**src/rtl/core/sdsq_pkg.sv**
```systemverilog
// Package for the SD card SPI-mode sequencer: opcodes, phases, steps and codes.
// No dependencies; used by every module in rtl/core but the checker.
package sdsq_pkg;

  localparam int unsigned BlockBytes = 512;

  typedef enum logic [1:0] {
    OP_BYTE  = 2'd0,
    OP_INIT  = 2'd1,
    OP_READ  = 2'd2,
    OP_OTHER = 2'd3
  } opcode_e;

  typedef enum logic [11:0] {
    PH_IDLE     = 12'b0000_0000_0001,
    PH_WAKE     = 12'b0000_0000_0010,
    PH_DESEL    = 12'b0000_0000_0100,
    PH_READY    = 12'b0000_0000_1000,
    PH_FAILDES  = 12'b0000_0001_0000,
    PH_FRAME    = 12'b0000_0010_0000,
    PH_RESP     = 12'b0000_0100_0000,
    PH_TRAIL    = 12'b0000_1000_0000,
    PH_TOKEN    = 12'b0001_0000_0000,
    PH_DATA     = 12'b0010_0000_0000,
    PH_CRC      = 12'b0100_0000_0000,
    PH_FINAL    = 12'b1000_0000_0000
  } phase_e;

  typedef enum logic [3:0] {
    ST_CMD0, ST_CMD8, ST_V2_55, ST_V2_41, ST_CMD58, ST_PR_55, ST_PR_41,
    ST_V1_55, ST_V1_41, ST_MMC, ST_CMD16, ST_RD, ST_STOP
  } step_e;

  localparam logic [2:0] KIND_NONE = 3'd0;
  localparam logic [2:0] KIND_MMC  = 3'd1;
  localparam logic [2:0] KIND_SD1  = 3'd2;
  localparam logic [2:0] KIND_SD2  = 3'd3;
  localparam logic [2:0] KIND_HC   = 3'd4;
  localparam logic [2:0] KIND_ERR  = 3'd5;

  localparam logic [2:0] STAT_OK    = 3'd0;
  localparam logic [2:0] STAT_BUSY  = 3'd1;
  localparam logic [2:0] STAT_REJ   = 3'd2;
  localparam logic [2:0] STAT_TOKEN = 3'd3;
  localparam logic [2:0] STAT_NOCARD = 3'd4;

  localparam logic [2:0] REG_READY_TO = 3'd0;
  localparam logic [2:0] REG_TOKEN_TO = 3'd1;
  localparam logic [2:0] REG_RESP_RT  = 3'd2;
  localparam logic [2:0] REG_IDLE_RT  = 3'd3;
  localparam logic [2:0] REG_OPC_RT   = 3'd4;

  localparam logic [7:0] BYTE_FF    = 8'hFF;
  localparam logic [7:0] TOKEN_BYTE = 8'hFE;

  typedef struct packed {
    opcode_e     op;
    logic [7:0]  rx;
    logic [31:0] sector;
    logic [7:0]  count;
  } item_t;

  typedef struct packed {
    logic [7:0] tx_byte;
    logic       tx_valid;
    logic       select_low;
    logic [7:0] data_byte;
    logic       data_valid;
    logic       block_last;
    logic       done_res;
    logic [2:0] status;
    logic [2:0] card_kind;
    logic [7:0] last_response;
  } result_t;

endpackage

```
**src/rtl/core/sd_spi_init_and_read_sequencer.sv**
```systemverilog
// SD card SPI-mode sequencer. Each input beat (a received byte, or a start of init or
// read) yields exactly one result beat with the next byte to exchange, chip select and
// any sector data byte. One beat per clock is sustained when not stalled: the engine does
// a single state update per beat, fed by a two-entry input queue and drained through one
// output register. Top level; depends on sdsq_pkg, sdsq_front and sdsq_engine.
module sd_spi_init_and_read_sequencer #(
  parameter int unsigned WAKE_BYTES = 10
) (
  input  logic        clk_i,
  input  logic        rst_ni,
  input  logic        cfg_we_i,
  input  logic [2:0]  cfg_idx_i,
  input  logic [23:0] cfg_data_i,
  input  logic        s_axis_tvalid,
  output logic        s_axis_tready,
  input  logic [55:0] s_axis_tdata,  // opcode, rx_byte, sector, sector_count, zero pad
  output logic        m_axis_tvalid,
  input  logic        m_axis_tready,
  output logic [39:0] m_axis_tdata,  // tx_byte, tx_valid, select_low, data_byte,
                                     // data_valid, done_res, status, card_kind,
                                     // last_response, zero pad
  output logic        m_axis_tlast   // block_last
);
  import sdsq_pkg::*;

  item_t   q_item;
  logic    q_valid, q_ready;
  result_t res;

  sdsq_front u_front (
    .clk_i, .rst_ni,
    .in_valid_i(s_axis_tvalid), .in_ready_o(s_axis_tready),
    .in_data_i(s_axis_tdata[49:0]),
    .q_valid_o(q_valid), .q_ready_i(q_ready), .q_item_o(q_item)
  );

  sdsq_engine #(.WakeBytes(WAKE_BYTES)) u_engine (
    .clk_i, .rst_ni, .cfg_we_i, .cfg_idx_i, .cfg_data_i,
    .q_valid_i(q_valid), .q_ready_o(q_ready), .q_item_i(q_item),
    .out_valid_o(m_axis_tvalid), .out_ready_i(m_axis_tready), .out_res_o(res)
  );

  assign m_axis_tdata = {6'd0, res.last_response, res.card_kind, res.status,
                         res.done_res, res.data_valid, res.data_byte,
                         res.select_low, res.tx_valid, res.tx_byte};
  assign m_axis_tlast = res.block_last;
endmodule

```
**src/rtl/core/sdsq_front.sv**
```systemverilog
// Input side of the sequencer: takes item beats and folds opcode three into a byte beat.
// Depends on sdsq_pkg.
module sdsq_front (
  input  logic            clk_i,
  input  logic            rst_ni,
  input  logic            in_valid_i,
  output logic            in_ready_o,
  input  logic [49:0]     in_data_i,
  output logic            q_valid_o,
  input  logic            q_ready_i,
  output sdsq_pkg::item_t q_item_o
);
  import sdsq_pkg::*;

  item_t cls;
  always_comb begin
    cls.op     = (in_data_i[1:0] == OP_OTHER) ? OP_BYTE : opcode_e'(in_data_i[1:0]);
    cls.rx     = in_data_i[9:2];
    cls.sector = in_data_i[41:10];
    cls.count  = in_data_i[49:42];
  end

  // Two-entry queue toward the sequencing engine.
  item_t     mem_q [2];
  logic      wr_q, rd_q;
  logic [1:0] cnt_q;
  logic push, pop;

  assign in_ready_o = (cnt_q != 2'd2);
  assign push = in_valid_i && in_ready_o;
  assign pop  = q_valid_o && q_ready_i;
  assign q_valid_o = (cnt_q != 2'd0);
  assign q_item_o  = mem_q[rd_q];

  always_ff @(posedge clk_i) begin
    if (push) mem_q[wr_q] <= cls;
  end

  always_ff @(posedge clk_i or negedge rst_ni) begin
    if (!rst_ni) begin
      wr_q <= 1'b0; rd_q <= 1'b0; cnt_q <= 2'd0;
    end else begin
      if (push) wr_q <= ~wr_q;
      if (pop) rd_q <= ~rd_q;
      cnt_q <= cnt_q + {1'b0, push} - {1'b0, pop};
    end
  end
endmodule

```
**src/rtl/core/sdsq_engine.sv**
```systemverilog
// Command sequencing engine: one state update per queued item, registered result.
// Depends on sdsq_pkg.
module sdsq_engine #(
  parameter int unsigned WakeBytes = 10
) (
  input  logic             clk_i,
  input  logic             rst_ni,
  input  logic             cfg_we_i,
  input  logic [2:0]       cfg_idx_i,
  input  logic [23:0]      cfg_data_i,
  input  logic             q_valid_i,
  output logic             q_ready_o,
  input  sdsq_pkg::item_t  q_item_i,
  output logic             out_valid_o,
  input  logic             out_ready_i,
  output sdsq_pkg::result_t out_res_o
);
  import sdsq_pkg::*;

  logic [23:0] ready_to_q;
  logic [15:0] token_to_q, opc_rt_q;
  logic [7:0]  resp_rt_q, idle_rt_q;

  phase_e      phase_q, phase_d;
  step_e       step_q, step_d;
  logic [23:0] poll_q, poll_d;
  logic [15:0] retry_q, retry_d;
  logic [9:0]  idx_q, idx_d;
  logic [5:0]  cmd_q, cmd_d;
  logic [31:0] arg_q, arg_d, trail_q, trail_d;
  logic [7:0]  left_q, left_d, resp_q, resp_d;
  logic [2:0]  kind_q, kind_d, pend_q, pend_d;
  logic        busy_q, busy_d;

  result_t res_q, res_d;
  logic    ov_q;

  logic take;
  assign q_ready_o   = !ov_q || out_ready_i;
  assign take        = q_valid_i && q_ready_o;
  assign out_valid_o = ov_q;
  assign out_res_o   = res_q;

  logic [23:0] ready_lim;
  logic [15:0] token_lim;
  assign ready_lim = (ready_to_q == '0) ? 24'd1 : ready_to_q;
  assign token_lim = (token_to_q == '0) ? 16'd1 : token_to_q;

  always_comb begin
    item_t  it;
    logic   done;
    logic [7:0] r1;
    logic   cdone;
    logic [31:0] tr;
    it = q_item_i;
    phase_d = phase_q; step_d = step_q; poll_d = poll_q; retry_d = retry_q;
    idx_d = idx_q; cmd_d = cmd_q; arg_d = arg_q; trail_d = trail_q;
    left_d = left_q; resp_d = resp_q; kind_d = kind_q; pend_d = pend_q;
    busy_d = busy_q; done = 1'b0; r1 = it.rx; cdone = 1'b0; tr = '0;
    res_d = '0;

    unique case (it.op)
      OP_INIT: begin
        kind_d = KIND_NONE; busy_d = 1'b0; phase_d = PH_WAKE; idx_d = '0;
      end
      OP_READ: begin
        if (kind_q == KIND_NONE || kind_q >= KIND_ERR) begin
          phase_d = PH_IDLE; done = 1'b1; pend_d = STAT_NOCARD;
        end else begin
          left_d = (it.count == '0) ? 8'd1 : it.count;
          pend_d = STAT_OK; busy_d = 1'b0;
          step_d = ST_RD; phase_d = PH_DESEL;
          cmd_d  = (left_d == 8'd1) ? 6'd17 : 6'd18;
          arg_d  = (kind_q == KIND_HC) ? it.sector : {it.sector[22:0], 9'd0};
        end
      end
      default: begin
        unique case (phase_q)
          PH_WAKE: begin
            idx_d = idx_q + 10'd1;
            if (idx_d >= 10'(WakeBytes)) begin
              retry_d = {8'd0, idle_rt_q};
              step_d = ST_CMD0; cmd_d = 6'd0; arg_d = '0; phase_d = PH_DESEL;
            end
          end
          PH_DESEL: begin phase_d = PH_READY; poll_d = '0; end
          PH_READY: begin
            if (it.rx == BYTE_FF) begin
              phase_d = PH_FRAME; idx_d = '0;
            end else begin
              poll_d = poll_q + 24'd1;
              if (poll_d >= ready_lim) phase_d = PH_FAILDES;
            end
          end
          PH_FAILDES: begin busy_d = 1'b1; r1 = BYTE_FF; cdone = 1'b1; end
          PH_FRAME: begin
            idx_d = idx_q + 10'd1;
            if (idx_d >= ((cmd_q == 6'd12) ? 10'd7 : 10'd6)) begin
              phase_d = PH_RESP; poll_d = '0;
            end
          end
          PH_RESP: begin
            if (!it.rx[7] || poll_q >= {16'd0, resp_rt_q}) begin
              busy_d = 1'b0; cdone = 1'b1;
            end else begin
              poll_d = poll_q + 24'd1;
            end
          end
          PH_TRAIL: begin
            tr = {trail_q[23:0], it.rx};
            trail_d = tr;
            idx_d = idx_q + 10'd1;
            if (idx_d >= 10'd4) begin
              if (step_q == ST_CMD8) begin
                if (tr[15:8] == 8'h01 && tr[7:0] == 8'hAA) begin
                  retry_d = opc_rt_q;
                  step_d = ST_V2_55; cmd_d = 6'd55; arg_d = '0; phase_d = PH_DESEL;
                end else begin
                  phase_d = PH_FINAL;
                  pend_d = busy_d ? STAT_BUSY : STAT_NOCARD;
                end
              end else begin
                kind_d = tr[30] ? KIND_HC : KIND_SD2;
                phase_d = PH_FINAL; pend_d = STAT_OK;
              end
            end
          end
          PH_TOKEN: begin
            if (it.rx == TOKEN_BYTE) begin
              phase_d = PH_DATA; idx_d = '0;
            end else begin
              poll_d = poll_q + 24'd1;
              if (poll_d[15:0] >= token_lim || poll_d[23:16] != '0) begin
                pend_d = STAT_TOKEN;
                if (cmd_q == 6'd18) begin
                  step_d = ST_STOP; cmd_d = 6'd12; arg_d = '0; phase_d = PH_DESEL;
                end else phase_d = PH_FINAL;
              end
            end
          end
          PH_DATA: begin
            res_d.data_byte = it.rx; res_d.data_valid = 1'b1;
            if (idx_q == 10'(BlockBytes - 1)) begin
              res_d.block_last = 1'b1; phase_d = PH_CRC; idx_d = '0;
            end else idx_d = idx_q + 10'd1;
          end
          PH_CRC: begin
            idx_d = idx_q + 10'd1;
            if (idx_d >= 10'd2) begin
              left_d = left_q - 8'd1;
              if (cmd_q == 6'd18 && left_d != '0) begin
                phase_d = PH_TOKEN; poll_d = '0;
              end else if (cmd_q == 6'd18) begin
                step_d = ST_STOP; cmd_d = 6'd12; arg_d = '0; phase_d = PH_DESEL;
              end else phase_d = PH_FINAL;
            end
          end
          PH_FINAL: begin phase_d = PH_IDLE; done = 1'b1; end
          default: phase_d = PH_IDLE;
        endcase

        // Response handling for a finished command.
        if (cdone) begin
          logic fin;
          fin = 1'b0;
          resp_d = r1;
          unique case (step_q)
            ST_CMD0: begin
              if (r1 == 8'h01) begin
                step_d = ST_CMD8; cmd_d = 6'd8; arg_d = 32'h1AA; phase_d = PH_DESEL;
              end else if (retry_q == '0) fin = 1'b1;
              else begin
                retry_d = retry_q - 16'd1;
                step_d = ST_CMD0; cmd_d = 6'd0; arg_d = '0; phase_d = PH_DESEL;
              end
            end
            ST_CMD8: begin
              if (r1 == 8'h01) begin
                phase_d = PH_TRAIL; idx_d = '0; trail_d = '0;
              end else begin
                step_d = ST_PR_55; cmd_d = 6'd55; arg_d = '0; phase_d = PH_DESEL;
              end
            end
            ST_V2_55: begin
              step_d = ST_V2_41; cmd_d = 6'd41; arg_d = 32'h4000_0000; phase_d = PH_DESEL;
            end
            ST_V2_41: begin
              if (r1 == '0) begin
                step_d = ST_CMD58; cmd_d = 6'd58; arg_d = '0; phase_d = PH_DESEL;
              end else if (retry_q == '0) fin = 1'b1;
              else begin
                retry_d = retry_q - 16'd1;
                step_d = ST_V2_55; cmd_d = 6'd55; arg_d = '0; phase_d = PH_DESEL;
              end
            end
            ST_CMD58: begin
              if (r1 == '0) begin
                phase_d = PH_TRAIL; idx_d = '0; trail_d = '0;
              end else fin = 1'b1;
            end
            ST_PR_55: begin
              step_d = ST_PR_41; cmd_d = 6'd41; arg_d = '0; phase_d = PH_DESEL;
            end
            ST_PR_41: begin
              retry_d = opc_rt_q; arg_d = '0; phase_d = PH_DESEL;
              if (r1 <= 8'd1) begin
                kind_d = KIND_SD1; step_d = ST_V1_55; cmd_d = 6'd55;
              end else begin
                kind_d = KIND_MMC; step_d = ST_MMC; cmd_d = 6'd1;
              end
            end
            ST_V1_55: begin
              step_d = ST_V1_41; cmd_d = 6'd41; arg_d = '0; phase_d = PH_DESEL;
            end
            ST_V1_41, ST_MMC: begin
              if (r1 == '0) begin
                step_d = ST_CMD16; cmd_d = 6'd16; arg_d = 32'(BlockBytes);
                phase_d = PH_DESEL;
              end else if (retry_q == '0) begin
                kind_d = KIND_ERR; fin = 1'b1;
              end else begin
                retry_d = retry_q - 16'd1; arg_d = '0; phase_d = PH_DESEL;
                step_d = (step_q == ST_MMC) ? ST_MMC : ST_V1_55;
                cmd_d  = (step_q == ST_MMC) ? 6'd1 : 6'd55;
              end
            end
            ST_CMD16: begin
              if (r1 != '0) kind_d = KIND_ERR;
              fin = 1'b1;
            end
            ST_RD: begin
              if (r1 != '0) begin
                pend_d = busy_d ? STAT_BUSY : STAT_REJ; phase_d = PH_FINAL;
              end else begin
                phase_d = PH_TOKEN; poll_d = '0;
              end
            end
            default: phase_d = PH_FINAL;
          endcase
          if (fin) begin
            phase_d = PH_FINAL;
            if (kind_d >= KIND_MMC && kind_d <= KIND_HC) pend_d = STAT_OK;
            else if (kind_d == KIND_ERR) pend_d = STAT_REJ;
            else pend_d = busy_d ? STAT_BUSY : STAT_NOCARD;
          end
        end
      end
    endcase

    if (phase_d != PH_IDLE) begin
      res_d.tx_valid = 1'b1;
      res_d.tx_byte  = BYTE_FF;
      res_d.select_low = !(phase_d == PH_WAKE || phase_d == PH_DESEL ||
                           phase_d == PH_FAILDES || phase_d == PH_FINAL);
      if (phase_d == PH_FRAME) begin
        unique case (idx_d)
          10'd0: res_d.tx_byte = {2'b01, cmd_d};
          10'd1: res_d.tx_byte = arg_d[31:24];
          10'd2: res_d.tx_byte = arg_d[23:16];
          10'd3: res_d.tx_byte = arg_d[15:8];
          10'd4: res_d.tx_byte = arg_d[7:0];
          10'd5: res_d.tx_byte = (cmd_d == 6'd0) ? 8'h95 :
                                 ((cmd_d == 6'd8) ? 8'h87 : 8'h01);
          default: res_d.tx_byte = BYTE_FF;
        endcase
      end
    end
    res_d.done_res = done;
    res_d.status = done ? pend_d : '0;
    res_d.card_kind = kind_d;
    res_d.last_response = resp_d;
  end

  always_ff @(posedge clk_i) begin
    if (take) res_q <= res_d;
  end

  always_ff @(posedge clk_i or negedge rst_ni) begin
    if (!rst_ni) begin
      ready_to_q <= 24'hFFFFFF; token_to_q <= 16'hFFFF; resp_rt_q <= 8'd31;
      idle_rt_q <= 8'd20; opc_rt_q <= 16'hFFFE;
      phase_q <= PH_IDLE; step_q <= ST_CMD0; poll_q <= '0; retry_q <= '0;
      idx_q <= '0; cmd_q <= '0; arg_q <= '0; trail_q <= '0; left_q <= '0;
      resp_q <= BYTE_FF; kind_q <= KIND_NONE; pend_q <= STAT_OK; busy_q <= 1'b0;
      ov_q <= 1'b0;
    end else begin
      if (cfg_we_i) begin
        unique case (cfg_idx_i)
          REG_READY_TO: ready_to_q <= cfg_data_i;
          REG_TOKEN_TO: token_to_q <= cfg_data_i[15:0];
          REG_RESP_RT:  resp_rt_q  <= cfg_data_i[7:0];
          REG_IDLE_RT:  idle_rt_q  <= cfg_data_i[7:0];
          REG_OPC_RT:   opc_rt_q   <= cfg_data_i[15:0];
          default: ;
        endcase
      end
      if (take) begin
        phase_q <= phase_d; step_q <= step_d; poll_q <= poll_d; retry_q <= retry_d;
        idx_q <= idx_d; cmd_q <= cmd_d; arg_q <= arg_d; trail_q <= trail_d;
        left_q <= left_d; resp_q <= resp_d; kind_q <= kind_d; pend_q <= pend_d;
        busy_q <= busy_d;
      end
      if (take) ov_q <= 1'b1;
      else if (out_ready_i) ov_q <= 1'b0;
    end
  end
endmodule

```
**config.mk**
```make
export PLATFORM = sky130hd
export DESIGN_NAME = sd_spi_init_and_read_sequencer
export DESIGN_NICKNAME = d
export VERILOG_FILES = /design/src/rtl/core/sdsq_pkg.sv /design/src/rtl/core/sd_spi_init_and_read_sequencer.sv /design/src/rtl/core/sdsq_front.sv /design/src/rtl/core/sdsq_engine.sv
export SDC_FILE = /design/constraint.sdc
export NUM_CORES = 1
export LEC_CHECK = 0
export BUFFER_PORTS_ARGS = -buffer_cell sky130_fd_sc_hd__buf_2
export CORE_MARGIN = 2
export CORE_UTILIZATION = 30
export CTS_CLUSTER_SIZE = 10
export DETAILED_ROUTE_END_ITERATION = 12
export GPL_TIMING_DRIVEN = 0
export PLACE_DENSITY = 0.56
export SYNTH_ARGS = -nofsm -noshare
export SYNTH_HDL_FRONTEND = slang
export SYNTH_SLANG_ARGS = --single-unit
```
**constraint.sdc**
```tcl
create_clock -name clk_i -period 5.3 [get_ports clk_i]
set_clock_uncertainty 0.1 [all_clocks]
set_input_delay 0 -clock clk_i [delete_from_list [all_inputs] [get_ports clk_i]]
set_output_delay 0 -clock clk_i [all_outputs]
set_load 0.03 [all_outputs]
```
==> flow_summary_export.csv <==
group,metric,value,unit
placement,dpl.cell_count,3211,
power,p_leak,9.85,nW
clock_network,clk_latency,0.60,ns
clock_network,cts_root_buf,"clkbuf_16",
synthesis,synthesis.area,20600,µm²
synthesis,synth_top_area_frac,0.197,
final_layout,stdcell_area,24800,µm²
global_routing,grt_pass1_vias,18700,
final_layout,nets,2614,
sta,fin_crit_sh,0.989,
route,wire_per_inst,21.4,µm
route,drt-initial-drc-count,1651,
die,die_area,70700,µm²
global_routing,grt_max_degree,110,
power,power,0.0112,W
outcome,violations,"negative hold slack",
synthesis,synth_enable_flop_cells,135,
clock_network,tritoncts,"done",
synthesis,synth_area_leaders,"edfxtp_1, dfrtp_1, dfstp_2",
placement,io_buffers,118,
route,routed_wl,72.4,mm
global_routing,grt_pass1_wl,111,mm
global_routing,grt_usage,0.202,
route,ant_nets,0,
sta,setup_viol,0,
power,vdd_drop_max,0.282,mV
route,drt_first_pass_iters,5,
critical_path,endpoint_kind,"flop",
critical_path,cp-start-kind,"flop",
sta,hold_violations,5,
critical_path,crit_path_max_fanout,10,
synthesis,avgSynthCellArea,9.34,µm²
route,route.met3.wl,4.65,mm
synthesis,yosysUniqueCellTypes,98,
clock_network,numCtsBuffers,45,
die,die_width,266,µm
route,drt-met1-wl,32.0,mm
die,fp.dieH,266,µm
clock_network,numClockSinks,349,
die,design.core.area,68200,µm²
synthesis,synth_top_area_cell,"edfxtp_1",
min_path,min_path_type,"in -> async",
synthesis,synth_cells,2202,
die,initial_core_util,0.302,
critical_path,cp.required,5.50,ns
sta,max_freq,191,MHz
clock_network,clk_path_buf_depth,3,
placement,dp_slack,-2.65,ns
route,route.detailed.drc,0,
final_layout,drive_gt1_frac,0.159,
synthesis,synth_ff_type,"dfrtp_1",
placement,gp_congestion,0.958,
global_routing,antenna_found_initial,1,
synthesis,ys_seq_area_frac,0.462,
sta,tightest_slew,1.41,ns
sta,slew_violations,0,
final_layout,area_growth_syn_to_layout,20.5,%
sta,max_slew_margin,0.0503,
placement,placed_cell_area,22400,µm²
sta,rsz0062_at_grt,"false",
clock_network,htree_num_levels,2,
route,met2WireLength,33.2,mm
global_routing,grt_overflow,0,
synthesis,ys_ff_latch,349,
route,route.detailed.vias_per_inst,5.56,
sta,fin_ws,0.0599,ns
route,top_layer,"met5",
route,vias,18800,
critical_path,worst-setup-path-type,"reg -> reg",
placement,dpl.hpwl,53.9,mm
power,powerDensity,451,nW/µm²
run,drv_cap,0,
outcome,status,"finished, violations left",
sta,fin_crit,5.24,ns
clock_network,cts.clk_slew.worst_paths,0.06,ns
critical_path,crit_arrival,5.44,ns
die,boundaryPins,131,
final_layout,fin_cells,3386,
sta,whs,-0.0173,ns
synthesis,synth_warnings,0,
die,rows,96,
final_layout,diodes,0,
synthesis,async_flop_share,0.613,
## Yosys cell counts (all sizes together), types with 6 or more instances
| cell type | n |
|---|---|
| nor2 | 160 |
| inv | 82 |
| mux2 | 40 |
| or4 | 8 |
| ha | 59 |
| o211ai | 27 |
| nand2 | 347 |
| a211oi | 22 |
| a2bb2oi | 6 |
| and3 | 21 |
| o22ai | 22 |
| o21a | 7 |
| xnor2 | 31 |
| buf | 34 |
| a22oi | 22 |
| nor4 | 40 |
| or2 | 6 |
| a32oi | 8 |
| dfstp | 71 |
| a31oi | 34 |
| nand3 | 68 |
| clkbuf | 90 |
| a21o | 13 |
| o21ai | 204 |
| nor2b | 21 |
| nor3 | 43 |
| mux4 | 18 |
| dfrtp | 143 |
| o31ai | 18 |
| xor2 | 18 |
| o211a | 7 |
| nand2b | 14 |
| or3 | 14 |
| nand4 | 32 |
| edfxtp | 135 |
| nor4b | 7 |
| mux2i | 23 |
| and4 | 8 |
| nor3b | 11 |
| a22o | 28 |
| a21oi | 136 |
| and2 | 21 |
## cells by family after synthesis
family,count (synthesis),share of synthesized area
XOR/XNOR,49,0.0209
flip-flops,349,0.462
multiplexers,81,0.0528
AO/OA/AOI/OAI,621,0.193
other,1,0.000182
adder cells (fa/ha/maj),59,0.0359
buffers and inverters,207,0.0402
AND/OR/NAND/NOR,835,0.195
## per-layer routing
layer  track usage  up-vias
li1              -     8659
met1         0.275     9270
met2         0.324      739
met3        0.0286      159
met4        0.0773        2
met5             0        -
## critical path, cell delays in order (launching register included)
cell	delay, ns
dfstp_2	0.51
inv_1	0.05
ha_1	0.27
o21ai_0	0.06
o21ai_0	0.34
a211oi_1	0.32
o21ai_1	0.44
clkbuf_1	0.62
nand2_1	0.38
a2111oi_0	0.66
o211ai_1	0.32
and2_1	0.24
a2111oi_0	0.42
a21oi_1	0.22
## power by group
group          internal (W)  switching (W)
Sequential          0.00358       0.000340
Combinational       0.00131        0.00308
Clock               0.00165        0.00123
Total               0.00654        0.00465
## timing repair
item                       4_1_cts  5_1_grt
resized for setup               15       13
hold buffers                    88        0
pin swaps                        2        3
hold endpoints to repair       317        0
gates cloned                     1        0
setup endpoints to repair      172       10
buffers inserted                 3        2
## path summary, 6_finish.rpt
kind,end,from,slack [ns],cells past startpoint
setup reg to reg,u_engine.out_res_o[28],u_engine.resp_rt_q[1],0.06,13
setup / recovery,u_engine.out_res_o[28],u_engine.resp_rt_q[1],0.06,13
max in group asynchronous,u_engine.trail_q[3],rst_ni,3.91,3
hold / removal,u_engine.idle_rt_q[1],rst_ni,-0.02,2
hold reg to reg,u_engine.resp_q[1],u_engine.resp_q[1],0.36,2
min in group clk_i,u_front.mem_q[1][42],s_axis_tdata[4],0.03,2
## state kept, by name, summed over array words and instances, names as in the netlist, 8 cells and up
signal and cells:
u_engine.arg_q 32, u_engine.idle_rt_q 8, u_engine.idx_q 10, u_engine.left_q 8, u_engine.opc_rt_q 16, u_engine.out_res_o 35, u_engine.phase_q 12, u_engine.poll_q 24
u_engine.ready_to_q 24, u_engine.resp_q 8, u_engine.resp_rt_q 8, u_engine.retry_q 16, u_engine.token_to_q 16, u_engine.trail_q 10, u_front.mem_q 100
## layout by cell type, fill, tap and decap left out, types with 17 or more instances in the layout
master and instances:
a21oi_1 134, inv_1 82, o31ai_1 18, dlygate4sd3_1 88, mux2i_1 21, o211ai_1 26, o22ai_1 21, a211oi_1 21
buf_2 136, nand3_1 65, nand2_1 347, nor2_1 152, nor2b_1 21, nor3_1 42, dfstp_2 71, nand4_1 31
clkbuf_16 45, o21ai_1 18, mux4_2 18, xnor2_1 30, a22o_1 28, edfxtp_1 135, o21ai_0 186, and2_1 18
xor2_1 17, a22oi_1 22, ha_1 59, dfrtp_1 142, a31oi_1 34, and3_1 20, clkbuf_1 109, mux2_2 40
nor4_1 33
## metrics by stage
step | utilization | setup TNS, ns | hold WS (ns)
after global placement | 0.327 | -202.22 | 0.0884
after global routing | 0.363 | 0 | 0.0111
after detailed placement | 0.328 | -220.88 | 0.0389
final | 0.363 | 0 | -0.0173
after floorplan | - | 0 | -0.396
after CTS | 0.363 | 0 | 0.000532
## final cells by class
cell class,instances,area [µm²]
buffer,121,523
multi-input combinational,1652,10400
sequential,349,9500
clock buffer,72,1270
inverter,83,312
fill,6881,43400
tap,882,1100
timing repair buffer,215,1610
clock inverter,12,115
No activity file was read; power rests on OpenSTA's default activity.
